[config.mk]
export PLATFORM = sky130hd
export DESIGN_NAME = pcpd_front_flat
export DESIGN_NICKNAME = d
export VERILOG_FILES = /design/src/rtl/core/pcpd_pkg.sv /design/src/rtl/core/pcpd_if.sv /design/src/rtl/core/pcpd_front.sv /design/src/flat_wrapper.sv
export SDC_FILE = /design/constraint.sdc
export NUM_CORES = 1
export LEC_CHECK = 0
export ABC_AREA = 1
export BUFFER_PORTS_ARGS = -buffer_cell sky130_fd_sc_hd__buf_2
export CELL_PAD_IN_SITES_DETAIL_PLACEMENT = 2
export CELL_PAD_IN_SITES_GLOBAL_PLACEMENT = 2
export CORE_ASPECT_RATIO = 2
export CORE_UTILIZATION = 40
export CTS_CLUSTER_SIZE = 14
export DETAILED_ROUTE_END_ITERATION = 12
export HOLD_SLACK_MARGIN = 0.06
export PLACE_DENSITY = 0.83
export SYNTH_ARGS = -nofsm -noshare
export SYNTH_HDL_FRONTEND = slang
export SYNTH_SLANG_ARGS = --single-unit
[constraint.sdc]
create_clock -name clk -period 7.2 [get_ports clk]
set_input_delay 1.08 -clock clk [delete_from_list [all_inputs] [get_ports clk]]
set_output_delay 1.08 -clock clk [all_outputs]
set_load 0.03 [all_outputs]
[src/rtl/core/pcpd_pkg.sv]
// Shared types and constants for the polyline closest point distance unit.
package pcpd_pkg;

    typedef enum logic [1:0] {
        ACT_CLEAR  = 2'd0,
        ACT_APPEND = 2'd1,
        ACT_QUERY  = 2'd2,
        ACT_NONE   = 2'd3
    } action_t;

    typedef struct packed {
        logic [1:0]         action;
        logic signed [15:0] px;
        logic signed [15:0] py;
        logic               new_polyline;
    } in_item_t;

    typedef struct packed {
        logic               found;
        logic [16:0]        distance;
        logic signed [15:0] nearest_x;
        logic signed [15:0] nearest_y;
        logic               overflowed;
    } out_item_t;

endpackage

[src/rtl/core/pcpd_if.sv]
// Valid/ready channel interfaces for input and result transactions.
interface pcpd_in_if;
    import pcpd_pkg::*;
    logic     valid;
    logic     ready;
    in_item_t data;
    modport source (output valid, output data, input ready);
    modport sink (input valid, input data, output ready);
endinterface


[src/rtl/core/pcpd_front.sv]
// Front end: accepts transactions and queues the actions that do work.
module pcpd_front (
    input  logic             clk,
    input  logic             rst_n,
    pcpd_in_if.sink          in_ch,
    output pcpd_pkg::in_item_t q_data,
    output logic             q_valid,
    input  logic             q_pop
);
    import pcpd_pkg::*;

    localparam int Depth = 4;

    in_item_t   fifo_reg [Depth];
    logic [1:0] wr_reg, rd_reg, wr_next, rd_next;
    logic [2:0] cnt_reg, cnt_next;
    logic       push;

    assign in_ch.ready = (cnt_reg != 3'(Depth));
    // drop unknown actions at the door
    assign push = in_ch.valid && in_ch.ready && (in_ch.data.action != ACT_NONE);
    assign q_valid = (cnt_reg != 3'd0);
    assign q_data = fifo_reg[rd_reg];

    always_comb
    begin
        wr_next = push ? wr_reg + 2'd1 : wr_reg;
        rd_next = q_pop ? rd_reg + 2'd1 : rd_reg;
        cnt_next = cnt_reg + {2'd0, push} - {2'd0, q_pop};
    end

    always_ff @(posedge clk)
    begin
        if (push)
        begin
            fifo_reg[wr_reg] <= in_ch.data;
        end
    end

    always_ff @(posedge clk or negedge rst_n)
    begin
        if (!rst_n)
        begin
            wr_reg <= '0;
            rd_reg <= '0;
            cnt_reg <= '0;
        end
        else
        begin
            wr_reg <= wr_next;
            rd_reg <= rd_next;
            cnt_reg <= cnt_next;
        end
    end
endmodule

[src/flat_wrapper.sv]
// flat-port wrapper written by rule: the top's interface ports become plain ports
module pcpd_front_flat import pcpd_pkg::*;
  (clk, rst_n, q_data, q_valid, q_pop, in_ch_valid, in_ch_data, in_ch_ready);
  pcpd_in_if in_ch_i ();
  input  logic clk;
  input  logic rst_n;
  output pcpd_pkg::in_item_t q_data;
  output logic q_valid;
  input  logic q_pop;
  input wire logic [$bits(in_ch_i.valid)-1:0] in_ch_valid;
  input wire logic [$bits(in_ch_i.data)-1:0] in_ch_data;
  output wire logic [$bits(in_ch_i.ready)-1:0] in_ch_ready;
  assign in_ch_i.valid = in_ch_valid;
  assign in_ch_i.data = in_ch_data;
  assign in_ch_ready = in_ch_i.ready;
  pcpd_front u_core (.clk(clk), .rst_n(rst_n), .in_ch(in_ch_i), .q_data(q_data), .q_valid(q_valid), .q_pop(q_pop));
endmodule
### Yosys cells after proc, flatten, opt, wreduce, memory -nomap -nowiden

Memories as Yosys holds them, arrays and structs flattened.
Cells that the tools add are included.

| cells by class | value |
|---|---|
| add/subtract/negate cells | 4 |
| reduce and logical (&&, ||, !) cells | 3 |
| multiplexer cells | 2 |
| equal/unequal tests | 2 |

Operator list:

| kind | number |
|---|---|
| adder 2 x 1 -> 2 bit (second input constant) | 2 |
| adder 3 x 1 -> 3 bit | 1 |
| != test 3 bit (second input constant) | 1 |
| nonzero test 3 bit | 1 |
| subtractor 3 x 1 -> 3 bit | 1 |
| logical AND 1 bit | 2 |
| 2-to-1 mux 1 bit | 2 |
| != test 2 bit (second input constant) | 1 |

| word-level totals | value |
|---|---|
| memory bits (writable) | 140 |
| memories kept | 1 |
| register bits after elaboration | 7 |
| word-level logic and storage cells | 15 |
| bits of input ports | 39 |
| output and inout port bits | 37 |

Memory list:

| name | words | bits a word | rd ports | clocked after Yosys merged registers in | wr ports | RTL line | RTL |
|---|---|---|---|---|---|---|---|
| u_core.fifo_reg | 4 | 35 | 1 | 0 | 1 | pcpd_front.sv:14 | `in_item_t fifo_reg [Depth];` |

### Depth between registers and ports, before layout

Gate-level depths: netlist of the first run.

| depth | value |
|---|---|
| word-level depth | 5 |
| gate-level depth with buffers | 10 |
| mapped depth without buffers | 10 |

### Worst setup path after synthesis of the first run

No wires, ideal clock.

| timing path | value |
|---|---|
| path kind | input-to-reg |
| start | input in_ch_valid |
| end | memory u_core.fifo_reg[0][0] (netlist name) (enable) |
| library setup time | 427 ps |
| buffers on the path | 0 |
| required time | 6773 ps |
| path slack | 3819 ps |
| stages | 4 |
| arrival time | 2954 ps |
| path through | inv_1 a21oi_1 nand2_1 nor2_1 |

| on the way | value |
|---|---|
| word-level cells in the longest chain between the ends | 4 |

RTL lines:

| what | RTL line | RTL |
|---|---|---|
| from (decl) | flat_wrapper.sv:10 | `input wire logic [$bits(in_ch_i.valid)-1:0] in_ch_valid;` |
| logical AND 1 bit (2 in series) | pcpd_front.sv:21 | `assign push = in_ch.valid && in_ch.ready && (in_ch.data.action != ACT_NONE);` |
| 2-to-1 mux 1 bit | pcpd_front.sv:34 | `if (push)` |
| 2-to-1 mux 1 bit (implied by the code) | pcpd_front.sv:36 | `fifo_reg[wr_reg] <= in_ch.data;` |
| to (decl) | pcpd_front.sv:14 |  |

Every way passes these cells.

==> summary.txt, run 1 <==
Leading post-synthesis cells by cell area -> edfxtp_1, o211ai_2, inv_1, nand2_1, nand2_2
Top-area cell type share of the netlist area -> 67.80%
Die height -> 178.1 um
DR vias/cell -> 4.941
Fraction of layout cells with a size suffix above 1 -> 32.60%
Startpoint types -> flip-flop
Gr ovfl total -> 0
Final nets -> 582
Ports -> 76
Lkg Pwr -> 2.966 nW
Row count -> 64
P_sw -> 1.334 mW
Post-CTS Setup Bufs -> 0
Design area -> 7337 um2
Initial drt markers -> 160
Total track usage -> 19.45%
Primary FF master, synth -> edfxtp_1
Largest net degree at the start of global routing -> 97
Initial Utilization -> 40.76%
Pwr Total -> 3.343 mW
Sequential element share of the synthesized area -> 70.62%
Yosys warnings -> 0
Met3 wire len -> 377 um
CTS buffer count -> 17
Clock transition at path regs -> 60 ps
Synthesized area per cell -> 13.45 um2
Post-Route WL -> 14600 um
Max Fclk -> 250.4 MHz
Share of synthesized registers carrying an async set or reset -> 4.762%
Max stage delay on crit path -> 1200 ps
Gpl congestion -> 0.6905
Least-Margin Pin Slew -> 1172 ps
CP delay by family, top -> flip-flops
Initial antenna violation count -> 1
Root Driver -> clkbuf_16
Synth area leader -> edfxtp_1
CP Class -> flip-flop to output pin
DR WL met2 -> 8531 um
Max clock buf depth -> 2
Seq cells post-synth -> 147
Syn_nets -> 507
DP Area -> 6719 um2
Cts repair resizes -> 0
CTS tree -> built
Dpl ws -> 3640 ps
Pint -> 2.008 mW
Setup ws final -> 3206 ps
Netlist area before placement -> 6201 um2
DR vias -> 3696
DR top layer -> met4
M1 WL -> 5423 um
Max IR drop VDD -> 0.0002735 V
Worst skew pair latency -> 430 ps
Drt drc -> 0
Switch share -> 39.92%
# setup viols final -> 0
Max FFs per register -> 140
Final Hold Violating Endpoints -> 0
Synthesized instance count -> 461
I/O Buffers -> 75
Combinational fraction of design power -> 33.1%
Peak fanout along the critical path -> 96
Synth cell types -> 19
Post-DP HPWL -> 9107 um
Required @ worst endpoint -> 6120 ps
RSZ-0062 raised after global routing -> no
Core ar. -> 15210 um2
Arr. time, crit path -> 2910 ps
Final worst path period share -> 55.48%
Outcome -> completed
H-tree depth -> 4
Pwr dens -> 455.6 nW/um2
WL/cell -> 19.52 um
Buf/Inv on CP -> 2
CP cell instances -> buf_4 -> a21oi_1 -> o21ai_0 -> nand2_1 -> buf_2
First-pass DRT Iterations -> 4
CP max-delay cell -> dfrtp_4
Clock power share -> 27.6%
Hold/Removal Path Class -> primary input to async pin
CTS Hold Bufs -> 0
Number of synthesized flops with an enable pin -> 140
First-pass GRT wire length -> 22910 um
Seq pwr share -> 39.2%
Post-route ant nets -> 0
Fin. max-slew vios -> 0
Min Clock Period, post-route -> 3994 ps
Clock sinks -> 147
Vias in the first global route -> 4173
MaxCap Viol Count -> 0
Layout Skew -> 11.74 ps
Critical Path Sink Type -> output pin
Setup tns final -> 0 ps
P&R area growth vs syn -> 18.32%
Chip Width -> 90.04 um
Rel. slew slack -> 21.87%
Die Footprint -> 16030 um2
-- placed cells by master, fill, tap and decap left out, types with 4 or more instances in the layout --
cell type and n:
buf_4 5, nand3_1 5, nor2_4 4, clkbuf_16 17, ha_1 6, a21oi_1 36, o21ai_1 6, o21ai_0 29
edfxtp_1 140, bufinv_16 4, o211ai_2 35, dfrtp_1 5, buf_2 75, nand2_2 29, inv_1 84, nand2_1 52
-- cells in the mapped netlist (4+ instances only) --
library cell    n
ha_1            6
nand3_1         5
o211ai_2       35
dfrtp_1         7
nand2_2        29
o21ai_0        29
inv_1          84
a21oi_1        36
nand2_1        52
o21ai_1         6
buf_6          10
nor2_1          4
edfxtp_1      140
buf_2          12
-- cell families after synthesis --
logic type      count (synthesis)  synth area share, %
fa+ha+maj                       7                1.533
xor+xnor                        2               0.2825
flops                         147                70.62
buf+inv                       109                8.051
simple gates                   90                6.719
compound gates                106                12.79
-- metrics by stage --
| step | hold slack [ps] | std cells | util, % |
|---|---|---|---|
| 2_1_floorplan | 492.3 | 461 | - |
| 6_report | 483.0 | 748 | 48.22 |
| 3_5_place_dp | 560.8 | 715 | 44.16 |
| 3_3_place_gp | 512.6 | 715 | 44.16 |
| 4_1_cts | 474.5 | 747 | 48.21 |
| 5_1_grt | 487.5 | 748 | 48.22 |
-- area by class of cell --
| class | count | area [um2] |
|---|---|---|
| Antenna cell | 1 | 2.502 |
| Clock buffer | 19 | 432.9 |
| Clock inverter | 13 | 182.7 |
| Fill cell | 1533 | 7878 |
| Inverter | 85 | 319.1 |
| Multi-Input combinational cell | 205 | 1353 |
| Sequential cell | 147 | 4387 |
| Tap cell | 198 | 247.7 |
| Timing Repair Buffer | 80 | 412.9 |
-- worst reg2reg max path: stages, from the launching register on --
cell and delay [ps]:
dfrtp_1 400, inv_1 90, nand3_1 150, nand2_1 330, nor2_4 450, buf_4 480
-- power groups by stage --
stage | sequential (mW) | clock (mW) | combinational, mW
5_1_grt | 1.34 | 0.972 | 1.20
2_1_floorplan | 1.14 | 0 | 0.981
3_3_place_gp | 1.31 | 0 | 1.06
4_1_cts | 1.32 | 0.942 | 1.14
3_5_place_dp | 1.33 | 0 | 1.12
6_report | 1.31 | 0.924 | 1.11
-- per-layer routing --
metal	global-route usage, %	up-vias
met5	0	-
met4	7.997	0
met3	3.708	16
met2	37.50	66
met1	20.37	1879
li1	-	1735
-- worst paths after layout --
path                       slack [ps]                endpoint              start  cells after the start
max in group asynchronous        6530        u_core.rd_reg[0]              rst_n                      1
min reg2reg                       570        u_core.wr_reg[1]   u_core.wr_reg[1]                      2
max reg2reg                      4940  u_core.fifo_reg[0][24]  u_core.cnt_reg[1]                      5
max                              3210              q_data[33]   u_core.rd_reg[0]                      5
min in group clk                  570        u_core.wr_reg[1]   u_core.wr_reg[1]                      2
min                               480       u_core.cnt_reg[2]              rst_n                      1
Note: power is estimated with default switching activity, not from simulation.
==> run 2, diff against run 1 <==
--- a/config.mk
+++ b/config.mk
@@ -5,7 +5,7 @@
 export SDC_FILE = /design/constraint.sdc
 export NUM_CORES = 1
 export LEC_CHECK = 0
-export ABC_AREA = 1
+export ABC_AREA = 0
 export BUFFER_PORTS_ARGS = -buffer_cell sky130_fd_sc_hd__buf_2
 export CELL_PAD_IN_SITES_DETAIL_PLACEMENT = 2
 export CELL_PAD_IN_SITES_GLOBAL_PLACEMENT = 2
@@ -14,7 +14,7 @@
 export CTS_CLUSTER_SIZE = 14
 export DETAILED_ROUTE_END_ITERATION = 12
 export HOLD_SLACK_MARGIN = 0.06
-export PLACE_DENSITY = 0.83
+export PLACE_DENSITY = 0.76
 export SYNTH_ARGS = -nofsm -noshare
 export SYNTH_HDL_FRONTEND = slang
 export SYNTH_SLANG_ARGS = --single-unit
==> constraint.sdc (replaced) <==
create_clock -name clk -period 3.68 [get_ports clk]
set_input_delay 0.552 -clock clk [delete_from_list [all_inputs] [get_ports clk]]
set_output_delay 0.552 -clock clk [all_outputs]
set_load 0.03 [all_outputs]
==> run 2 against run 1 <==
  * The run now ends with design-rule violations left
  * Global-route usage fell by 1.9 points
  * Flip-flop and latch count unchanged
  * Clock skew down 3.5 ps
  * Synthesized cell count fell by 52%
  * Power up 73%
  * Worst setup slack worse by 2500 ps
  * Hold slack worse by 120 ps
  * Largest power group unchanged
  * Highest routed layer unchanged
==> summary.txt, run 2 <==
# setup viols final -> 0
Filler instances -> 1173
Least-Margin Pin Slew -> 1016 ps
H-tree depth -> 4
Required @ worst endpoint -> 3130 ps
Post-Route WL -> 11470 um
Initial antenna violation count -> 2
Core ar. -> 13360 um2
I/O Buffers -> 75
DR vias/cell -> 5.317
Vias in the first global route -> 2814
Leading post-synthesis cells by cell area -> edfxtp_1, mux4_2, dfrtp_1, ha_1, xnor2_1
Netlist area before placement -> 5458 um2
Failing checks -> design-rule violations
Hold/Removal Path Class -> primary input to flip-flop
Clock sinks -> 147
First-pass GRT wire length -> 17400 um
Ports -> 76
Seq cells post-synth -> 147
Primary FF master, synth -> edfxtp_1
Share of synthesized registers carrying an async set or reset -> 4.762%
Synthesized instance count -> 219
Synth area leader -> edfxtp_1
Top-area cell type share of the netlist area -> 77.03%
Post-DP HPWL -> 7118 um
Number of synthesized flops with an enable pin -> 140
Yosys warnings -> 0
CP Class -> flip-flop to output pin
Critical Path Sink Type -> output pin
Commonest non-fill, non-tap cell in the layout -> edfxtp_1
Setup tns final -> 0 ps
Startpoint types -> flip-flop
DP Area -> 5991 um2
Total track usage -> 17.57%
Minimum hold slack -> 362.9 ps
Max IR drop VDD -> 0.0003686 V
P&R area growth vs syn -> 20.88%
Final worst path period share -> 79.81%
Util after Layout -> 49.37%
Final std cells w/o fill -> 477
Die Footprint -> 14140 um2
Leading cell types by count after synthesis -> edfxtp_1, mux4_2, dfrtp_1
Most frequent cells in the layout -> edfxtp_1, buf_2, mux4_2
Largest net degree at the start of global routing -> 37
Synthesized area per cell -> 24.92 um2
Max Fclk -> 340.5 MHz
Initial drt markers -> 157
Outcome -> finished, violations left
Chip Width -> 84.60 um
Sequential element share of the synthesized area -> 80.24%
Post-route ant nets -> 0
Inst Count DP -> 442
RSZ-0062 raised after global routing -> no
Design area -> 6598 um2
Layout Skew -> 8.241 ps
Die height -> 167.2 um
Cts repair resizes -> 0
Gpl congestion -> 0.7315
First-pass DRT Iterations -> 11
Initial Utilization -> 40.84%
Pwr Total -> 5.790 mW
MaxCap Viol Count -> 0
Gr ovfl total -> 0
Lkg Pwr -> 2.301 nW
Final nets -> 353
Fraction of layout cells with a size suffix above 1 -> 46.56%
Min Clock Period, post-route -> 2937 ps
Max FFs per register -> 140
Pwr dens -> 877.6 nW/um2
Rel. slew slack -> 32.29%
Root Driver -> clkbuf_16
Setup ws final -> 743.0 ps
Max clock buf depth -> 2
Arr. time, crit path -> 2380 ps
Fin. max-slew vios -> 0
CTS buffer count -> 17
DR vias -> 2536
Dpl ws -> 1115 ps
CTS tree -> built
Drt drc -> 4
Synth cell types -> 18
Most common cell in the netlist -> edfxtp_1
WL/cell -> 24.05 um
Worst skew pair latency -> 410 ps
Clock transition at path regs -> 60 ps
Row count -> 60
Peak fanout along the critical path -> 24
CTS Hold Bufs -> 1
Post-CTS Setup Bufs -> 0
Syn_nets -> 265
Final Hold Violating Endpoints -> 0
## run 2: cell types whose count changed after synthesis, sizes merged, moves of 13 or more
cell and change:
o211ai -35, nand2 -79, a21oi -36, inv -79, buf -13, mux4 +35, o21ai -35
## run 2: logic make-up (layout without fill, tap and decap cells)
| family | after synthesis | after routing | synth area share (%) |
|---|---|---|---|
| xor+xnor | 5 | 5 | 0.8023 |
| fa+ha+maj | 7 | 7 | 1.742 |
| buf+inv | 15 | 116 | 1.398 |
| flops | 147 | 147 | 80.24 |
| mux | 36 | 36 | 14.72 |
| other cells | 0 | 2 | 0 |
| simple gates | 9 | 9 | 1.101 |
## run 2: layout make-up
| type | instances | area, um2 | share of cell area (%) |
|---|---|---|---|
| antenna | 2 | 5.005 | 0.07586 |
| clock buffer | 19 | 432.9 | 6.562 |
| clock inverter | 13 | 158.9 | 2.408 |
| inverter | 6 | 22.52 | 0.3414 |
| multi-input combinational | 57 | 1002 | 15.19 |
| sequential | 147 | 4382 | 66.41 |
| tap | 155 | 193.9 | 2.940 |
| timing repair buffer | 78 | 400.4 | 6.069 |
## run 2: power by group
group	internal [mW]	switching (mW)
logic	0.665	0.995
clock network	1.07	0.661
registers	2.15	0.256
## run 2: worst max-delay path, stage by stage (launching register included)
cell and delay [ps]:
dfrtp_2 900, buf_4 340, mux4_2 530, buf_2 190
## run 2: path summary, 6_finish.rpt
path,start,to,slack [ps],cells after the start
max,u_core.rd_reg[0],q_data[19],740,3
min,in_ch_data[24],u_core.fifo_reg[1][24],360,1
max reg2reg,u_core.cnt_reg[2],u_core.fifo_reg[1][31],1470,3
min reg2reg,u_core.cnt_reg[1],u_core.cnt_reg[2],570,1
max in group asynchronous,rst_n,u_core.rd_reg[1],2990,2
min in group asynchronous,rst_n,u_core.cnt_reg[2],520,2
## run 2: layer usage
| layer | up-vias | track usage [%] | wire length, um |
|---|---|---|---|
| li1 | 1096 | - | - |
| met1 | 1357 | 19.78 | 4416 |
| met2 | 66 | 31.50 | 6421 |
| met3 | 17 | 3.894 | 397 |
| met4 | 0 | 7.811 | 238 |
| met5 | - | 0 | 0 |
==> run 3, diff against run 2 <==
--- a/config.mk
+++ b/config.mk
@@ -14,7 +14,7 @@
 export CTS_CLUSTER_SIZE = 14
 export DETAILED_ROUTE_END_ITERATION = 12
 export HOLD_SLACK_MARGIN = 0.06
-export PLACE_DENSITY = 0.76
+export PLACE_DENSITY = 0.79
 export SYNTH_ARGS = -nofsm -noshare
 export SYNTH_HDL_FRONTEND = slang
 export SYNTH_SLANG_ARGS = --single-unit
==> constraint.sdc (replaced) <==
create_clock -name clk -period 2.4 [get_ports clk]
set_input_delay 0.36 -clock clk [delete_from_list [all_inputs] [get_ports clk]]
set_output_delay 0.36 -clock clk [all_outputs]
set_load 0.03 [all_outputs]
==> run 3 against run 2 <==
  * The flow still finishes with violations (design-rule violations)
  * Power up 53%
  * Non-clock buffer count unchanged
  * Register-to-register slack worse by 1300 ps
  * Hold slack worse by 210 ps
  * Flip-flop and latch count unchanged
  * Sequential share of layout area about the same
  * Via count down 0.24%
==> summary.txt, run 3 (same netlist as run 2, synthesis figures left out) <==
Drt drc -> 2
MaxCap Viol Count -> 0
Reg2Reg Depth -> 3
Pint -> 5.809 mW
Ports -> 76
Util after Layout -> 49.38%
Vias in the first global route -> 2901
Met3 wire len -> 352 um
Setup tns final -> 0 ps
Peak fanout along the critical path -> 37
Outcome -> finished, violations left
CTS buffer count -> 17
Pwr dens -> 1343 nW/um2
CTS tree -> built
Commonest non-fill, non-tap cell in the layout -> edfxtp_1
Largest net degree at the start of global routing -> 38
M1 WL -> 4255 um
DR vias -> 2530
First-pass DRT Iterations -> 10
Most frequent cells in the layout -> edfxtp_1, buf_2, mux4_2
Rel. slew slack -> 34.76%
DR top layer -> met4
Arr. time, crit path -> 1900 ps
Hold/Removal Path Class -> primary input to flip-flop
Final std cells w/o fill -> 475
Gr ovfl total -> 0
Failing checks -> design-rule violations
Layout Skew -> 11.11 ps
Clock power share -> 28.8%
R2R Path End -> u_core.fifo_reg[1][15]
Initial Utilization -> 40.84%
WHS Path Cells -> 1
FF-to-FF setup slack -> 160 ps
Min Clock Period, post-route -> 2263 ps
Inst Count DP -> 442
WL/cell -> 24.01 um
Post-route ant nets -> 0
Clock transition at path regs -> 70 ps
Initial drt markers -> 131
Fin. max-slew vios -> 0
Startpoint types -> flip-flop
Initial antenna violation count -> 0
Total track usage -> 17.56%
Switch share -> 34.47%
Inserted Diodes -> 0
Seq pwr share -> 39.5%
P_sw -> 3.056 mW
Core ar. -> 13360 um2
Clock sinks -> 147
Die height -> 167.2 um
Die Footprint -> 14140 um2
Row count -> 60
I/O Buffers -> 75
Critical Path Sink Type -> output pin
RSZ-0062 raised after global routing -> no
DR WL met2 -> 6576 um
Root Driver -> clkbuf_16
Worst R2R Start -> u_core.cnt_reg[2]
Worst skew pair latency -> 420 ps
Max IR drop VDD -> 0.0006045 V
Combinational fraction of design power -> 31.7%
Chip Width -> 84.60 um
CP Class -> flip-flop to output pin
Hold Path End -> u_core.fifo_reg[1][27]
Max clock buf depth -> 2
Required @ worst endpoint -> 2040 ps
Fraction of layout cells with a size suffix above 1 -> 47.19%
DR vias/cell -> 5.326
Final worst path period share -> 94.28%
Gpl congestion -> 0.6898
Max FFs per register -> 140
Final nets -> 353
First-pass GRT wire length -> 17480 um
H-tree depth -> 4
# setup viols final -> 0
Least-Margin Pin Slew -> 978.5 ps
Minimum hold slack -> 153.5 ps
Hold path start -> in_ch_data[27]
P&R area growth vs syn -> 20.91%
Final Hold Violating Endpoints -> 0
Max Fclk -> 442.0 MHz
Post-DP HPWL -> 7195 um
Post-CTS Setup Bufs -> 0
Pwr Total -> 8.865 mW
Post-Route WL -> 11400 um
Lkg Pwr -> 2.302 nW
[run 3: per-stage QoR]
stage,area [um2],setup slack (ps)
after floorplan,5458,360.1
after global placement,6016,252.0
after detailed placement,6016,120.3
after CTS,6598,94.38
after global routing,6599,5.865
final,6599,137.3
[run 3: per-layer routing]
metal	track usage [%]	up-vias
li1	-	1097
met1	19.56	1356
met2	31.88	61
met3	4.189	16
met4	7.001	0
met5	0	-
[run 3: cell type report]
| type | instances | area [um2] |
|---|---|---|
| Fill cell | 1196 | 6764 |
| Sequential cell | 147 | 4382 |
| Multi-Input combinational cell | 57 | 1003 |
| Clock buffer | 17 | 425.4 |
| Timing Repair Buffer | 78 | 425.4 |
| Tap cell | 155 | 193.9 |
| Clock inverter | 15 | 146.4 |
| Inverter | 6 | 22.52 |
[run 3: critical path: stages, from the launching register on]
cell,delay [ps]
dfrtp_2,390
buf_12,300
mux4_2,580
buf_2,200
[run 3: worst max-delay path by stage]
stage                       from                     end  cells after the start
4_1_cts        u_core.cnt_reg[2]  u_core.fifo_reg[3][11]                      3
3_5_place_dp   u_core.cnt_reg[2]  u_core.fifo_reg[3][16]                      3
3_3_place_gp   u_core.cnt_reg[2]  u_core.fifo_reg[0][16]                      3
2_1_floorplan  u_core.cnt_reg[1]       u_core.cnt_reg[1]                      7
5_1_grt        u_core.cnt_reg[1]  u_core.fifo_reg[2][11]                      3
6_report        u_core.rd_reg[0]              q_data[34]                      3
[run 3: power groups by stage]
stage	Sequential, mW	Combinational, mW	Clock [mW]
2_1_floorplan	3.41	2.12	0
4_1_cts	3.51	2.90	2.60
6_report	3.50	2.81	2.56
3_3_place_gp	3.49	2.83	0
5_1_grt	3.54	3.01	2.69
3_5_place_dp	3.55	2.88	0
[run 3: timing repair]
action,in CTS,in global routing
endpoints found under the hold margin,7,0
gates resized for setup,0,1
endpoints found under the setup margin,0,3
hold buffers,1,0
